**src/design/pcc_pkg.sv**
```systemverilog
// Shared types, widths and register codes for the clamped PID controller.
package pcc_pkg;

   // Field and datapath widths
   localparam int unsigned VAL_W   = 32;   // Q16.16 values
   localparam int unsigned GAIN_W  = 24;   // Q8.16 gains
   localparam int unsigned DT_W    = 24;   // Q8.16 time step
   localparam int unsigned ERR_W   = 33;   // target minus measurement
   localparam int unsigned DERR_W  = 34;   // error change
   localparam int unsigned MUL_A_W = 34;
   localparam int unsigned MUL_B_W = 25;
   localparam int unsigned PROD_W  = MUL_A_W + MUL_B_W;
   localparam int unsigned FRAC_W  = 16;
   localparam int unsigned PTERM_W = 41;
   localparam int unsigned IMAG_W  = 56;   // magnitude of gain_i * error
   localparam int unsigned HIP_W   = 48;   // upper magnitude word times dt
   localparam int unsigned INC_W   = 50;   // signed integrator increment
   localparam int unsigned QUO_W   = 58;   // divider dividend and quotient
   localparam int unsigned SUM_W   = 59;   // full-width sum before clamp

   // Divider retires two quotient bits per cycle
   localparam int unsigned DIV_BITS   = 2;
   localparam int unsigned DIV_CYCLES = QUO_W / DIV_BITS;
   localparam int unsigned DIV_CNT_W  = $clog2(DIV_CYCLES);

   // Register indexes
   localparam logic [2:0] REG_TARGET = 3'd0;
   localparam logic [2:0] REG_INIT   = 3'd1;
   localparam logic [2:0] REG_GAIN_P = 3'd2;
   localparam logic [2:0] REG_GAIN_I = 3'd3;
   localparam logic [2:0] REG_GAIN_D = 3'd4;
   localparam logic [2:0] REG_OMIN   = 3'd5;
   localparam logic [2:0] REG_OMAX   = 3'd6;

   // Sequencer states
   typedef enum logic [3:0] {
      ST_IDLE,
      ST_MUL_P,
      ST_MUL_I,
      ST_MUL_D,
      ST_MUL_HI,
      ST_MUL_LO,
      ST_INC,
      ST_INTEG,
      ST_WAIT_DIV,
      ST_SUM,
      ST_CLAMP
   } state_type;

   // Divider command and status
   typedef struct packed {
      logic              start;
      logic [QUO_W-1:0]  dividend;
      logic [DT_W-1:0]   divisor;
   } div_req_type;

   typedef struct packed {
      logic              busy;
      logic [QUO_W-1:0]  quotient;
   } div_sts_type;

   // Clamp result
   typedef struct packed {
      logic              hit;
      logic [VAL_W-1:0]  value;
   } clamp_type;

endpackage

```
**src/design/pcc_mul.sv**
```systemverilog
// Shared signed multiplier with registered product.
module pcc_mul (
   input  logic                                clock,
   input  logic signed [pcc_pkg::MUL_A_W-1:0]  mul_a,
   input  logic signed [pcc_pkg::MUL_B_W-1:0]  mul_b,
   output logic signed [pcc_pkg::PROD_W-1:0]   prod_ff
);

   logic signed [pcc_pkg::PROD_W-1:0] prod_in;

   // Form the full-width signed product
   always_comb begin
      prod_in = pcc_pkg::PROD_W'(mul_a) * pcc_pkg::PROD_W'(mul_b);
   end

   // Register the product for the next state
   always_ff @(posedge clock) begin
      prod_ff <= prod_in;
   end

endmodule

```
**src/design/pcc_div.sv**
```systemverilog
// Iterative restoring divider, two quotient bits per cycle.
module pcc_div (
   input  logic                  clock,
   input  logic                  reset,
   input  pcc_pkg::div_req_type  div_req,
   output pcc_pkg::div_sts_type  div_sts
);

   localparam int unsigned QuoW = pcc_pkg::QUO_W;
   localparam int unsigned DtW  = pcc_pkg::DT_W;
   localparam int unsigned CntW = pcc_pkg::DIV_CNT_W;

   logic              busy_ff,  busy_in;
   logic [CntW-1:0]   count_ff, count_in;
   logic [DtW-1:0]    rem_ff,   rem_in;
   logic [QuoW-1:0]   quo_ff,   quo_in;
   logic [DtW-1:0]    dvs_ff,   dvs_in;

   logic [DtW-1:0]    rem_step;
   logic [QuoW-1:0]   quo_step;
   logic [DtW:0]      trial;

   // Run the restoring steps of one cycle
   always_comb begin
      rem_step = rem_ff;
      quo_step = quo_ff;
      trial    = '0;
      for (int k = 0; k < int'(pcc_pkg::DIV_BITS); k++) begin
         trial    = {rem_step, quo_step[QuoW-1]};
         quo_step = {quo_step[QuoW-2:0], 1'b0};
         if (trial >= {1'b0, dvs_ff}) begin
            trial       = trial - {1'b0, dvs_ff};
            quo_step[0] = 1'b1;
         end
         rem_step = trial[DtW-1:0];
      end
   end

   // Load on start, advance while busy
   always_comb begin
      busy_in  = busy_ff;
      count_in = count_ff;
      rem_in   = rem_ff;
      quo_in   = quo_ff;
      dvs_in   = dvs_ff;
      if (div_req.start) begin
         busy_in  = 1'b1;
         count_in = CntW'(pcc_pkg::DIV_CYCLES - 1);
         rem_in   = '0;
         quo_in   = div_req.dividend;
         dvs_in   = div_req.divisor;
      end else if (busy_ff) begin
         rem_in   = rem_step;
         quo_in   = quo_step;
         count_in = count_ff - 1'b1;
         if (count_ff == '0) begin
            busy_in = 1'b0;
         end
      end
   end

   always_ff @(posedge clock) begin
      if (reset) begin
         busy_ff  <= 1'b0;
         count_ff <= '0;
      end else begin
         busy_ff  <= busy_in;
         count_ff <= count_in;
      end
   end

   always_ff @(posedge clock) begin
      rem_ff <= rem_in;
      quo_ff <= quo_in;
      dvs_ff <= dvs_in;
   end

   assign div_sts.busy     = busy_ff;
   assign div_sts.quotient = quo_ff;

endmodule

```
**src/design/pid_controller_clamped_unit.sv**
```systemverilog
// Top level of the clamped PID controller: sequencer, registers and datapath.
//
// Usage: each req_ transfer carries one control tick (measured value, time
// step) and yields exactly one rsp_ transfer (clamped drive, saturated flag).
// A transfer happens on a rising edge with valid high and stall low.
// The block takes one tick at a time: req_stall is high from the cycle after
// a tick is taken until its result is loaded into the output register.
// One shared multiplier computes the P, I and D products and the two
// partial products of the I time scaling in turn; a two-bit-per-cycle
// divider forms the D quotient and sets the latency.
// A new tick can be taken as soon as the result of the last one is loaded
// into the output register.
// A held rsp_stall keeps the result in the output register; the next tick is
// accepted and processed meanwhile, and waits at the clamp step until the
// output register frees.
// The csr_ port is an APB-style register file at byte address 4*index;
// writing target_value restarts the loop and reloads the integrator.
// Write registers only while the block is idle.
// Reset (synchronous) sets gains and target to zero, the limits to the full
// signed range, the integrator to zero and the loop to unprimed.
module pid_controller_clamped_unit (
   input  logic                clock,
   input  logic                reset,
   // Input channel
   input  logic                req_valid,
   output logic                req_stall,
   input  logic signed [31:0]  req_measured,
   input  logic        [23:0]  req_delta_time,
   // Result channel
   output logic                rsp_valid,
   input  logic                rsp_stall,
   output logic signed [31:0]  rsp_drive,
   output logic                rsp_saturated,
   // Configuration port
   input  logic                csr_psel,
   input  logic                csr_penable,
   input  logic                csr_pwrite,
   input  logic        [4:0]   csr_paddr,
   input  logic        [31:0]  csr_pwdata,
   output logic        [31:0]  csr_prdata,
   output logic                csr_pready
);

   localparam int unsigned ValW   = pcc_pkg::VAL_W;
   localparam int unsigned GainW  = pcc_pkg::GAIN_W;
   localparam int unsigned DtW    = pcc_pkg::DT_W;
   localparam int unsigned ErrW   = pcc_pkg::ERR_W;
   localparam int unsigned DerrW  = pcc_pkg::DERR_W;
   localparam int unsigned MulAW  = pcc_pkg::MUL_A_W;
   localparam int unsigned MulBW  = pcc_pkg::MUL_B_W;
   localparam int unsigned ProdW  = pcc_pkg::PROD_W;
   localparam int unsigned FracW  = pcc_pkg::FRAC_W;
   localparam int unsigned PtermW = pcc_pkg::PTERM_W;
   localparam int unsigned ImagW  = pcc_pkg::IMAG_W;
   localparam int unsigned HipW   = pcc_pkg::HIP_W;
   localparam int unsigned IncW   = pcc_pkg::INC_W;
   localparam int unsigned QuoW   = pcc_pkg::QUO_W;
   localparam int unsigned SumW   = pcc_pkg::SUM_W;
   localparam int unsigned PBias  = (1 << FracW) - 1;
   localparam int unsigned HalfW  = 32;

   // Clamp to [lo, hi]; low limit checked first
   function automatic pcc_pkg::clamp_type clamp_value(
      input logic signed [SumW-1:0] x,
      input logic signed [ValW-1:0] lo,
      input logic signed [ValW-1:0] hi
   );
      pcc_pkg::clamp_type res;
      logic signed [SumW-1:0] lo_x;
      logic signed [SumW-1:0] hi_x;
      lo_x = SumW'(lo);
      hi_x = SumW'(hi);
      if (x < lo_x) begin
         res.hit   = 1'b1;
         res.value = lo;
      end else if (x > hi_x) begin
         res.hit   = 1'b1;
         res.value = hi;
      end else begin
         res.hit   = 1'b0;
         res.value = x[ValW-1:0];
      end
      return res;
   endfunction

   // Configuration registers
   logic signed [ValW-1:0]   target_ff, init_ff, omin_ff, omax_ff;
   logic signed [GainW-1:0]  gp_ff, gi_ff, gd_ff;

   // Loop state
   logic signed [ValW-1:0]   integ_ff;
   logic signed [ErrW-1:0]   prev_ff;
   logic                     primed_ff;

   // Per-tick working registers
   pcc_pkg::state_type       state_ff, state_in;
   logic signed [ErrW-1:0]   err_ff;
   logic signed [DerrW-1:0]  derr_ff;
   logic        [DtW-1:0]    dt_ff;
   logic signed [PtermW-1:0] pterm_ff;
   logic        [ImagW-1:0]  imag_ff;
   logic                     ineg_ff;
   logic                     dneg_ff;
   logic        [HipW-1:0]   hip_ff;
   logic signed [IncW-1:0]   inc_ff;
   logic signed [SumW-1:0]   dterm_ff;
   logic signed [SumW-1:0]   sum_ff;

   // Output register
   logic                     rsp_valid_ff;
   logic signed [ValW-1:0]   drive_ff;
   logic                     sat_ff;

   // Shared units
   logic signed [MulAW-1:0]  mul_a;
   logic signed [MulBW-1:0]  mul_b;
   logic signed [ProdW-1:0]  prod_ff;
   pcc_pkg::div_req_type     div_req;
   pcc_pkg::div_sts_type     div_sts;

   // Handshakes and datapath intermediates
   logic                     req_acc;
   logic                     out_free;
   logic                     cfg_wr;
   logic [2:0]               cfg_idx;
   logic signed [ErrW-1:0]   err_in;
   logic signed [ProdW-1:0]  prod_abs;
   logic signed [ProdW-1:0]  p_bias;
   logic signed [ProdW-1:0]  p_adj;
   logic signed [ProdW-1:0]  p_shift;
   logic        [IncW-1:0]   inc_mag;
   logic signed [IncW-1:0]   inc_val;
   logic signed [SumW-1:0]   d_mag;
   pcc_pkg::clamp_type       integ_clamp;
   pcc_pkg::clamp_type       drive_clamp;

   pcc_mul u_mul (
      .clock   (clock),
      .mul_a   (mul_a),
      .mul_b   (mul_b),
      .prod_ff (prod_ff)
   );

   pcc_div u_div (
      .clock   (clock),
      .reset   (reset),
      .div_req (div_req),
      .div_sts (div_sts)
   );

   assign req_acc  = req_valid && !req_stall;
   assign out_free = !rsp_valid_ff || !rsp_stall;
   assign cfg_wr   = csr_psel && csr_penable && csr_pwrite && csr_pready;
   assign cfg_idx  = csr_paddr[4:2];

   // Register read data
   always_comb begin
      case (cfg_idx)
         pcc_pkg::REG_TARGET: csr_prdata = target_ff;
         pcc_pkg::REG_INIT:   csr_prdata = init_ff;
         pcc_pkg::REG_GAIN_P: csr_prdata = ValW'(gp_ff);
         pcc_pkg::REG_GAIN_I: csr_prdata = ValW'(gi_ff);
         pcc_pkg::REG_GAIN_D: csr_prdata = ValW'(gd_ff);
         pcc_pkg::REG_OMIN:   csr_prdata = omin_ff;
         pcc_pkg::REG_OMAX:   csr_prdata = omax_ff;
         default:             csr_prdata = '0;
      endcase
   end
   assign csr_pready = 1'b1;

   // Configuration writes
   always_ff @(posedge clock) begin
      if (reset) begin
         target_ff <= '0;
         init_ff   <= '0;
         gp_ff     <= '0;
         gi_ff     <= '0;
         gd_ff     <= '0;
         omin_ff   <= {1'b1, {(ValW-1){1'b0}}};
         omax_ff   <= {1'b0, {(ValW-1){1'b1}}};
      end else if (cfg_wr) begin
         case (cfg_idx)
            pcc_pkg::REG_TARGET: target_ff <= csr_pwdata;
            pcc_pkg::REG_INIT:   init_ff   <= csr_pwdata;
            pcc_pkg::REG_GAIN_P: gp_ff     <= csr_pwdata[GainW-1:0];
            pcc_pkg::REG_GAIN_I: gi_ff     <= csr_pwdata[GainW-1:0];
            pcc_pkg::REG_GAIN_D: gd_ff     <= csr_pwdata[GainW-1:0];
            pcc_pkg::REG_OMIN:   omin_ff   <= csr_pwdata;
            pcc_pkg::REG_OMAX:   omax_ff   <= csr_pwdata;
            default: ;
         endcase
      end
   end

   // Next state
   always_comb begin
      state_in = state_ff;
      case (state_ff)
         pcc_pkg::ST_IDLE:     if (req_acc) state_in = pcc_pkg::ST_MUL_P;
         pcc_pkg::ST_MUL_P:    state_in = pcc_pkg::ST_MUL_I;
         pcc_pkg::ST_MUL_I:    state_in = pcc_pkg::ST_MUL_D;
         pcc_pkg::ST_MUL_D:    state_in = pcc_pkg::ST_MUL_HI;
         pcc_pkg::ST_MUL_HI:   state_in = pcc_pkg::ST_MUL_LO;
         pcc_pkg::ST_MUL_LO:   state_in = pcc_pkg::ST_INC;
         pcc_pkg::ST_INC:      state_in = pcc_pkg::ST_INTEG;
         pcc_pkg::ST_INTEG:    state_in = pcc_pkg::ST_WAIT_DIV;
         pcc_pkg::ST_WAIT_DIV: if (!div_sts.busy) state_in = pcc_pkg::ST_SUM;
         pcc_pkg::ST_SUM:      state_in = pcc_pkg::ST_CLAMP;
         pcc_pkg::ST_CLAMP:    if (out_free) state_in = pcc_pkg::ST_IDLE;
         default:              state_in = pcc_pkg::ST_IDLE;
      endcase
   end

   always_ff @(posedge clock) begin
      if (reset) begin
         state_ff <= pcc_pkg::ST_IDLE;
      end else begin
         state_ff <= state_in;
      end
   end

   // Sequencer outputs: multiplier operands, divider start, input stall
   always_comb begin
      mul_a            = '0;
      mul_b            = '0;
      div_req.start    = 1'b0;
      div_req.dividend = prod_abs[QuoW-1:0];
      div_req.divisor  = dt_ff;
      req_stall        = (state_ff != pcc_pkg::ST_IDLE);
      case (state_ff)
         pcc_pkg::ST_MUL_P: begin
            mul_a = MulAW'(err_ff);
            mul_b = MulBW'(gp_ff);
         end
         pcc_pkg::ST_MUL_I: begin
            mul_a = MulAW'(err_ff);
            mul_b = MulBW'(gi_ff);
         end
         pcc_pkg::ST_MUL_D: begin
            mul_a = MulAW'(derr_ff);
            mul_b = MulBW'(gd_ff);
         end
         pcc_pkg::ST_MUL_HI: begin
            mul_a         = $signed({{(MulAW-(ImagW-HalfW)){1'b0}}, imag_ff[ImagW-1:HalfW]});
            mul_b         = $signed({{(MulBW-DtW){1'b0}}, dt_ff});
            div_req.start = (dt_ff != '0);
         end
         pcc_pkg::ST_MUL_LO: begin
            mul_a = $signed({{(MulAW-HalfW){1'b0}}, imag_ff[HalfW-1:0]});
            mul_b = $signed({{(MulBW-DtW){1'b0}}, dt_ff});
         end
         default: ;
      endcase
   end

   // Datapath arithmetic on the registered product
   always_comb begin
      err_in      = ErrW'(target_ff) - ErrW'(req_measured);
      prod_abs    = prod_ff[ProdW-1] ? -prod_ff : prod_ff;
      p_bias      = prod_ff[ProdW-1] ? ProdW'(PBias) : '0;
      p_adj       = prod_ff + p_bias;
      p_shift     = p_adj >>> FracW;
      inc_mag     = IncW'(hip_ff) + IncW'(prod_ff[ImagW-1:HalfW]);
      inc_val     = ineg_ff ? -$signed(inc_mag) : $signed(inc_mag);
      d_mag       = $signed(SumW'(div_sts.quotient));
      integ_clamp = clamp_value(SumW'(integ_ff) + SumW'(inc_ff), omin_ff, omax_ff);
      drive_clamp = clamp_value(sum_ff, omin_ff, omax_ff);
   end

   // Loop state: restart on target write, update per tick
   always_ff @(posedge clock) begin
      if (reset) begin
         integ_ff  <= '0;
         prev_ff   <= '0;
         primed_ff <= 1'b0;
      end else if (cfg_wr && cfg_idx == pcc_pkg::REG_TARGET) begin
         integ_ff  <= init_ff;
         prev_ff   <= '0;
         primed_ff <= 1'b0;
      end else begin
         if (req_acc) begin
            prev_ff   <= err_in;
            primed_ff <= 1'b1;
         end
         if (state_ff == pcc_pkg::ST_INTEG) begin
            integ_ff <= integ_clamp.value;
         end
      end
   end

   // Working registers, captured as the sequencer walks through the tick
   always_ff @(posedge clock) begin
      if (req_acc) begin
         err_ff  <= err_in;
         derr_ff <= primed_ff ? (DerrW'(err_in) - DerrW'(prev_ff)) : '0;
         dt_ff   <= req_delta_time;
      end
      case (state_ff)
         pcc_pkg::ST_MUL_I:  pterm_ff <= p_shift[PtermW-1:0];
         pcc_pkg::ST_MUL_D: begin
            imag_ff <= prod_abs[ImagW-1:0];
            ineg_ff <= prod_ff[ProdW-1];
         end
         pcc_pkg::ST_MUL_HI: dneg_ff <= prod_ff[ProdW-1];
         pcc_pkg::ST_MUL_LO: hip_ff  <= prod_ff[HipW-1:0];
         pcc_pkg::ST_INC:    inc_ff  <= inc_val;
         pcc_pkg::ST_WAIT_DIV: begin
            if (dt_ff == '0) begin
               dterm_ff <= '0;
            end else begin
               dterm_ff <= dneg_ff ? -d_mag : d_mag;
            end
         end
         pcc_pkg::ST_SUM: sum_ff <= SumW'(pterm_ff) + SumW'(integ_ff) + dterm_ff;
         default: ;
      endcase
   end

   // Output register: load at the clamp step, drop on transfer
   always_ff @(posedge clock) begin
      if (reset) begin
         rsp_valid_ff <= 1'b0;
      end else if (state_ff == pcc_pkg::ST_CLAMP && out_free) begin
         rsp_valid_ff <= 1'b1;
      end else if (!rsp_stall) begin
         rsp_valid_ff <= 1'b0;
      end
   end

   always_ff @(posedge clock) begin
      if (state_ff == pcc_pkg::ST_CLAMP && out_free) begin
         drive_ff <= drive_clamp.value;
         sat_ff   <= drive_clamp.hit;
      end
   end

   assign rsp_valid     = rsp_valid_ff;
   assign rsp_drive     = drive_ff;
   assign rsp_saturated = sat_ff;

   // A taken tick holds off the next one
   a_stall_after_accept: assert property (@(posedge clock) disable iff (reset)
      req_acc |=> req_stall)
      else $error("input not stalled after transfer");

   // The divider is never left running while the sequencer is idle
   a_div_idle: assert property (@(posedge clock) disable iff (reset)
      (state_ff == pcc_pkg::ST_IDLE) |-> !div_sts.busy)
      else $error("divider busy while idle");

   // A saturated result sits exactly on one of the limits
   a_sat_on_limit: assert property (@(posedge clock) disable iff (reset)
      (rsp_valid && rsp_saturated) |-> (rsp_drive == omin_ff || rsp_drive == omax_ff))
      else $error("saturated drive not at a limit");

endmodule
```
**config.mk**
```make
export PLATFORM = sky130hd
export DESIGN_NAME = pid_controller_clamped_unit
export DESIGN_NICKNAME = d
export VERILOG_FILES = /design/src/design/pcc_pkg.sv /design/src/design/pcc_mul.sv /design/src/design/pcc_div.sv /design/src/design/pid_controller_clamped_unit.sv
export SDC_FILE = /design/constraint.sdc
export NUM_CORES = 2
export LEC_CHECK = 0
export BUFFER_PORTS_ARGS = -buffer_cell sky130_fd_sc_hd__buf_2
export CAP_MARGIN = 20
export CORE_UTILIZATION = 53
export DETAILED_ROUTE_END_ITERATION = 10
export PLACE_DENSITY = 0.69
export SLEW_MARGIN = 10
export SYNTH_ARGS = -nofsm -noshare
export SYNTH_HDL_FRONTEND = slang
export SYNTH_HIERARCHICAL = 1
export SYNTH_SLANG_ARGS = --single-unit
```
**constraint.sdc**
```tcl
create_clock -name clock -period 15.5 [get_ports clock]
set_input_delay 1.55 -clock clock [delete_from_list [all_inputs] [get_ports clock]]
set_output_delay 1.55 -clock clock [all_outputs]
set_load 0.1 [all_outputs]
```
==> metrics.log <==
[metrics] outcome: finished, final reports clean
[metrics] PortBufs: 164
[metrics] total setup buffers inserted after CTS: 0
[metrics] EDFF count, synth: 521
[metrics] flip-flop and latch count after synthesis: 881
[metrics] number of violations of the max-capacitance limit: 0
[metrics] RSZ-0062 raised after global routing: false
[metrics] type of the setup path with the least slack: flip-flop to flip-flop
[metrics] Final Hold Fails: 0
[metrics] Inserted Clock Buffers: 92
[metrics] area added between synthesis and finish: 7.31%
[metrics] Post-CTS Hold Buffers: 0
[metrics] buffer and inverter count on the worst path: 8
[metrics] number of remaining DRC errors: 0
[metrics] IO Pins: 168
[metrics] type of origin of the critical path: flip-flop
[metrics] initial core utilization: 0.536
[metrics] placed instance area: 0.0908 sq mm
[metrics] average size of a mapped cell: approximately 9.4 sq um
[metrics] register area share after synthesis: 0.261
[metrics] Post-Synthesis Cells: 9328
[metrics] net count of the finished layout: around 11000
[metrics] most frequent cell on the critical path: sky130_fd_sc_hd__fa_1
[metrics] pin count of the biggest net entering global routing: approximately 110
[metrics] share of synthesized flip-flops with an asynchronous set or reset: 0
[metrics] sequential cell area in the final layout: about 0.023 sq mm
[metrics] placeable core region: between 0.15 and 0.2 sq mm
[metrics] via total after detailed routing: between 70000 and 80000
[metrics] first-pass GRT wire length: ~430000 um
[metrics] PwrDens: roughly 96 mW/mm^2
[metrics] relative slew slack: 0.243
[metrics] die outline width: just over 400 um
[metrics] RePlAce Congestion: around 0.98
[metrics] drt wl/cell: between 20 and 25 um
[metrics] number of warnings issued by yosys: 6
[metrics] number of buffers on the longest clock path: 3
[metrics] post-detailed-route count of antenna-violating nets: 0
[metrics] count of fill cells added during filler insertion: between 10000 and 15000
[metrics] clock transition at the registers of the reported paths: about 70 ps
[metrics] minimum hold slack: between 400 and 500 ps
[metrics] cell row count: around 150
[metrics] per-cell via count in the routed design: between 6 and 7
[metrics] final critical-path share of the clock period: 0.655
[metrics] IR Drop Worst-Case VDD: 86.8 uV
[metrics] cell chosen for the clock root: sky130_fd_sc_hd__clkbuf_16
[metrics] sum of negative setup slack: 0 ps
[metrics] area of the die: approximately 0.17 sq mm
[metrics] GRT Util Overall: 0.343
[metrics] CTS tree: built
[metrics] worst hold path type: flip-flop to flip-flop
[metrics] vertical die dimension: 409 um
[metrics] dominant synthesized flop cell: sky130_fd_sc_hd__edfxtp_1
[metrics] kind of cell adding the most delay to the critical path: adder cells
[metrics] total area of multi-input combinational cells: slightly below 0.06 sq mm
[metrics] vias in the first global route: just over 70000
[metrics] count of TritonRoute iterations in the first routing pass: 9
[metrics] clock period minus worst slack: 10150 ps
[metrics] transition time at the pin with the least slew margin: between 1000 and 1500 ps
[metrics] arrival time of data at the critical path endpoint: 10780 ps
[metrics] number of max-slew violations in the final report: 0
[metrics] detailed placer's ending HPWL: about 220000 um
[metrics] net count after synthesis: 11000
[metrics] worst path setup slack after routing: 5350 ps
[metrics] Starting DRT DRC Count: about 7300
[metrics] largest clock skew in the final design: ~35 ps
[metrics] Peak Freq: 98.5 MHz
[metrics] number of antenna violations at the first check in global routing: 17
[metrics] share of layout cells above drive strength 1: 0.0738
[metrics] Netlist cell types: approximately 110
[metrics] final setup violation count: 0
[metrics] H-tree depth: 3
[metrics] number of sinks driven by the clock tree: around 880
[metrics] crit path capture type: flip-flop
[metrics] CP peak stage delay: between 800 and 900 ps
[metrics] post-synthesis instance area: 0.0876 sq mm
[metrics] CP max FO: 84
[metrics] leakage power figure: roughly 43 nW
[metrics] pre-CTS WS: 5510 ps
[metrics] total overflow reported by the global router: 0
[metrics] final WL: roughly 290000 um
[metrics] Design Area, Final: 0.0940 sq mm
[metrics] cell type of the slowest stage on the worst timing path: sky130_fd_sc_hd__buf_4
[metrics] clock insertion delay at the later pin of the skew report: 730 ps
[metrics] WP data required: 16130 ps
[metrics] number of cells upsized or downsized after cts: 0
## through the flow
| step | power [W] | util | std cells |
|---|---|---|---|
| 6_report | 0.00898 | 0.575 | 11600 |
| 3_5_place_dp | 0.00662 | 0.555 | 11400 |
| 3_3_place_gp | 0.00657 | 0.555 | 11400 |
| 5_1_grt | 0.00940 | 0.575 | 11600 |
| 4_1_cts | 0.00893 | 0.574 | 11600 |
| 2_1_floorplan | 0.00548 | - | 9328 |
## routing by layer
metal | vias to the layer above | routed length [um] | GRT usage
li1 | 31600 | - | -
met1 | 35000 | 118000 | 0.459
met2 | 3264 | 129000 | 0.537
met3 | 658 | 24000 | 0.0505
met4 | 4 | 17300 | 0.189
met5 | - | 28 | 0
## cells in the mapped netlist (101+ instances only)
master	instances	area, sq um
sky130_fd_sc_hd__nand2_1	1222	4590
sky130_fd_sc_hd__inv_1	1096	4110
sky130_fd_sc_hd__fa_1	930	18600
sky130_fd_sc_hd__ha_1	642	8030
sky130_fd_sc_hd__a21oi_1	581	2910
sky130_fd_sc_hd__edfxtp_1	521	15600
sky130_fd_sc_hd__and2_1	466	2920
sky130_fd_sc_hd__clkbuf_1	402	1510
sky130_fd_sc_hd__nor2_1	371	1390
sky130_fd_sc_hd__dfxtp_1	360	7210
sky130_fd_sc_hd__xnor2_1	300	2630
sky130_fd_sc_hd__o21ai_0	282	1410
sky130_fd_sc_hd__a21o_1	220	1650
sky130_fd_sc_hd__xor2_1	186	1630
sky130_fd_sc_hd__nand3_1	142	711
sky130_fd_sc_hd__mux2i_1	137	1370
sky130_fd_sc_hd__nor3_1	124	621
sky130_fd_sc_hd__nand4_1	101	632
## state kept, by name (all words and copies together) (netlist names), 5 cells and up
name and count:
dt_ff 24, gd_ff 24, err_ff 33, u_mul/prod_ff 59
derr_ff 34, target_ff 32, hip_ff 48, sum_ff 59
u_div/count_ff 5, gi_ff 24, integ_ff 32, u_div/quo_ff 58
gp_ff 24, pterm_ff 41, u_div/dvs_ff 24, omax_ff 32
imag_ff 56, prev_ff 33, u_div/rem_ff 24, init_ff 32
rsp_drive 32, omin_ff 32, dterm_ff 59, inc_ff 50
## worst register-to-register path: cells and delay by family, from the launching register on
family                   cells  cell delay (ps)
adder cells (fa/ha/maj)      8             4110
AO/OA/AOI/OAI                7             2010
buffers and inverters        8             1970
AND/OR/NAND/NOR              6             1210
flip-flops                   1              650
XOR/XNOR                     1              130
## cell families after synthesis
logic type               synth area share
AO/OA/AOI/OAI                       0.137
XOR/XNOR                           0.0486
adder cells (fa/ha/maj)             0.304
buffers and inverters              0.0662
flip-flops                          0.261
multiplexers                       0.0284
other                           0.0000428
AND/OR/NAND/NOR                     0.155
## worst paths after layout
kind	to	slack, ps	cells after the start	startpoint
worst min-delay path	prev_ff[26]$_SDFFE_PP0P_	450	2	prev_ff[26]$_SDFFE_PP0P_
worst min register to register	prev_ff[26]$_SDFFE_PP0P_	450	2	prev_ff[26]$_SDFFE_PP0P_
worst max register to register	u_mul/prod_ff[58]$_DFF_P_	5350	30	state_ff[0]$_SDFFE_PP0P_
worst max-delay path	u_mul/prod_ff[58]$_DFF_P_	5350	30	state_ff[0]$_SDFFE_PP0P_
## final cells by class
type | instances | area share
Antenna cell | 9 | 0.000240
Clock inverter | 51 | 0.00595
Timing Repair Buffer | 316 | 0.0218
Multi-Input combinational cell | 6914 | 0.629
Clock buffer | 122 | 0.0269
Inverter | 1100 | 0.0439
Sequential cell | 881 | 0.243
Tap cell | 2175 | 0.0289
## power breakdown
group	internal (W)	total (W)	leakage, nW	switching [W]
combinational	0.00130	0.00369	33.4	0.00239
clock	0.00130	0.00232	1.49	0.00102
sequential	0.00273	0.00298	7.72	0.000246
total	0.00533	0.00898	42.6	0.00366
## placed cells by master, fill, tap and decap left out, drive strengths merged, types with 30 or more instances in the layout
master | netlist | routed
nand2 | 1224 | 1224
inv | 1099 | 1106
fa | 930 | 930
ha | 642 | 642
a21oi | 588 | 588
edfxtp | 521 | 521
and2 | 468 | 468
nor2 | 374 | 374
dfxtp | 360 | 360
buf | 30 | 316
xnor2 | 300 | 300
o21ai | 300 | 300
a21o | 220 | 220
xor2 | 186 | 186
nand3 | 145 | 145
mux2i | 137 | 137
nor3 | 125 | 125
clkbuf | 403 | 122
nand4 | 102 | 102
mux2 | 93 | 93
a22oi | 82 | 82
o211ai | 77 | 77
nor2b | 75 | 75
o31ai | 69 | 69
a211oi | 65 | 65
o21a | 60 | 60
nand2b | 58 | 58
and3 | 54 | 54
nor4 | 37 | 37
or4 | 37 | 37
or3 | 35 | 35
o21bai | 32 | 32
o41ai | 31 | 31
a31oi | 30 | 30
clkinv | 1 | 30
No activity file was read; power rests on OpenSTA's default activity.
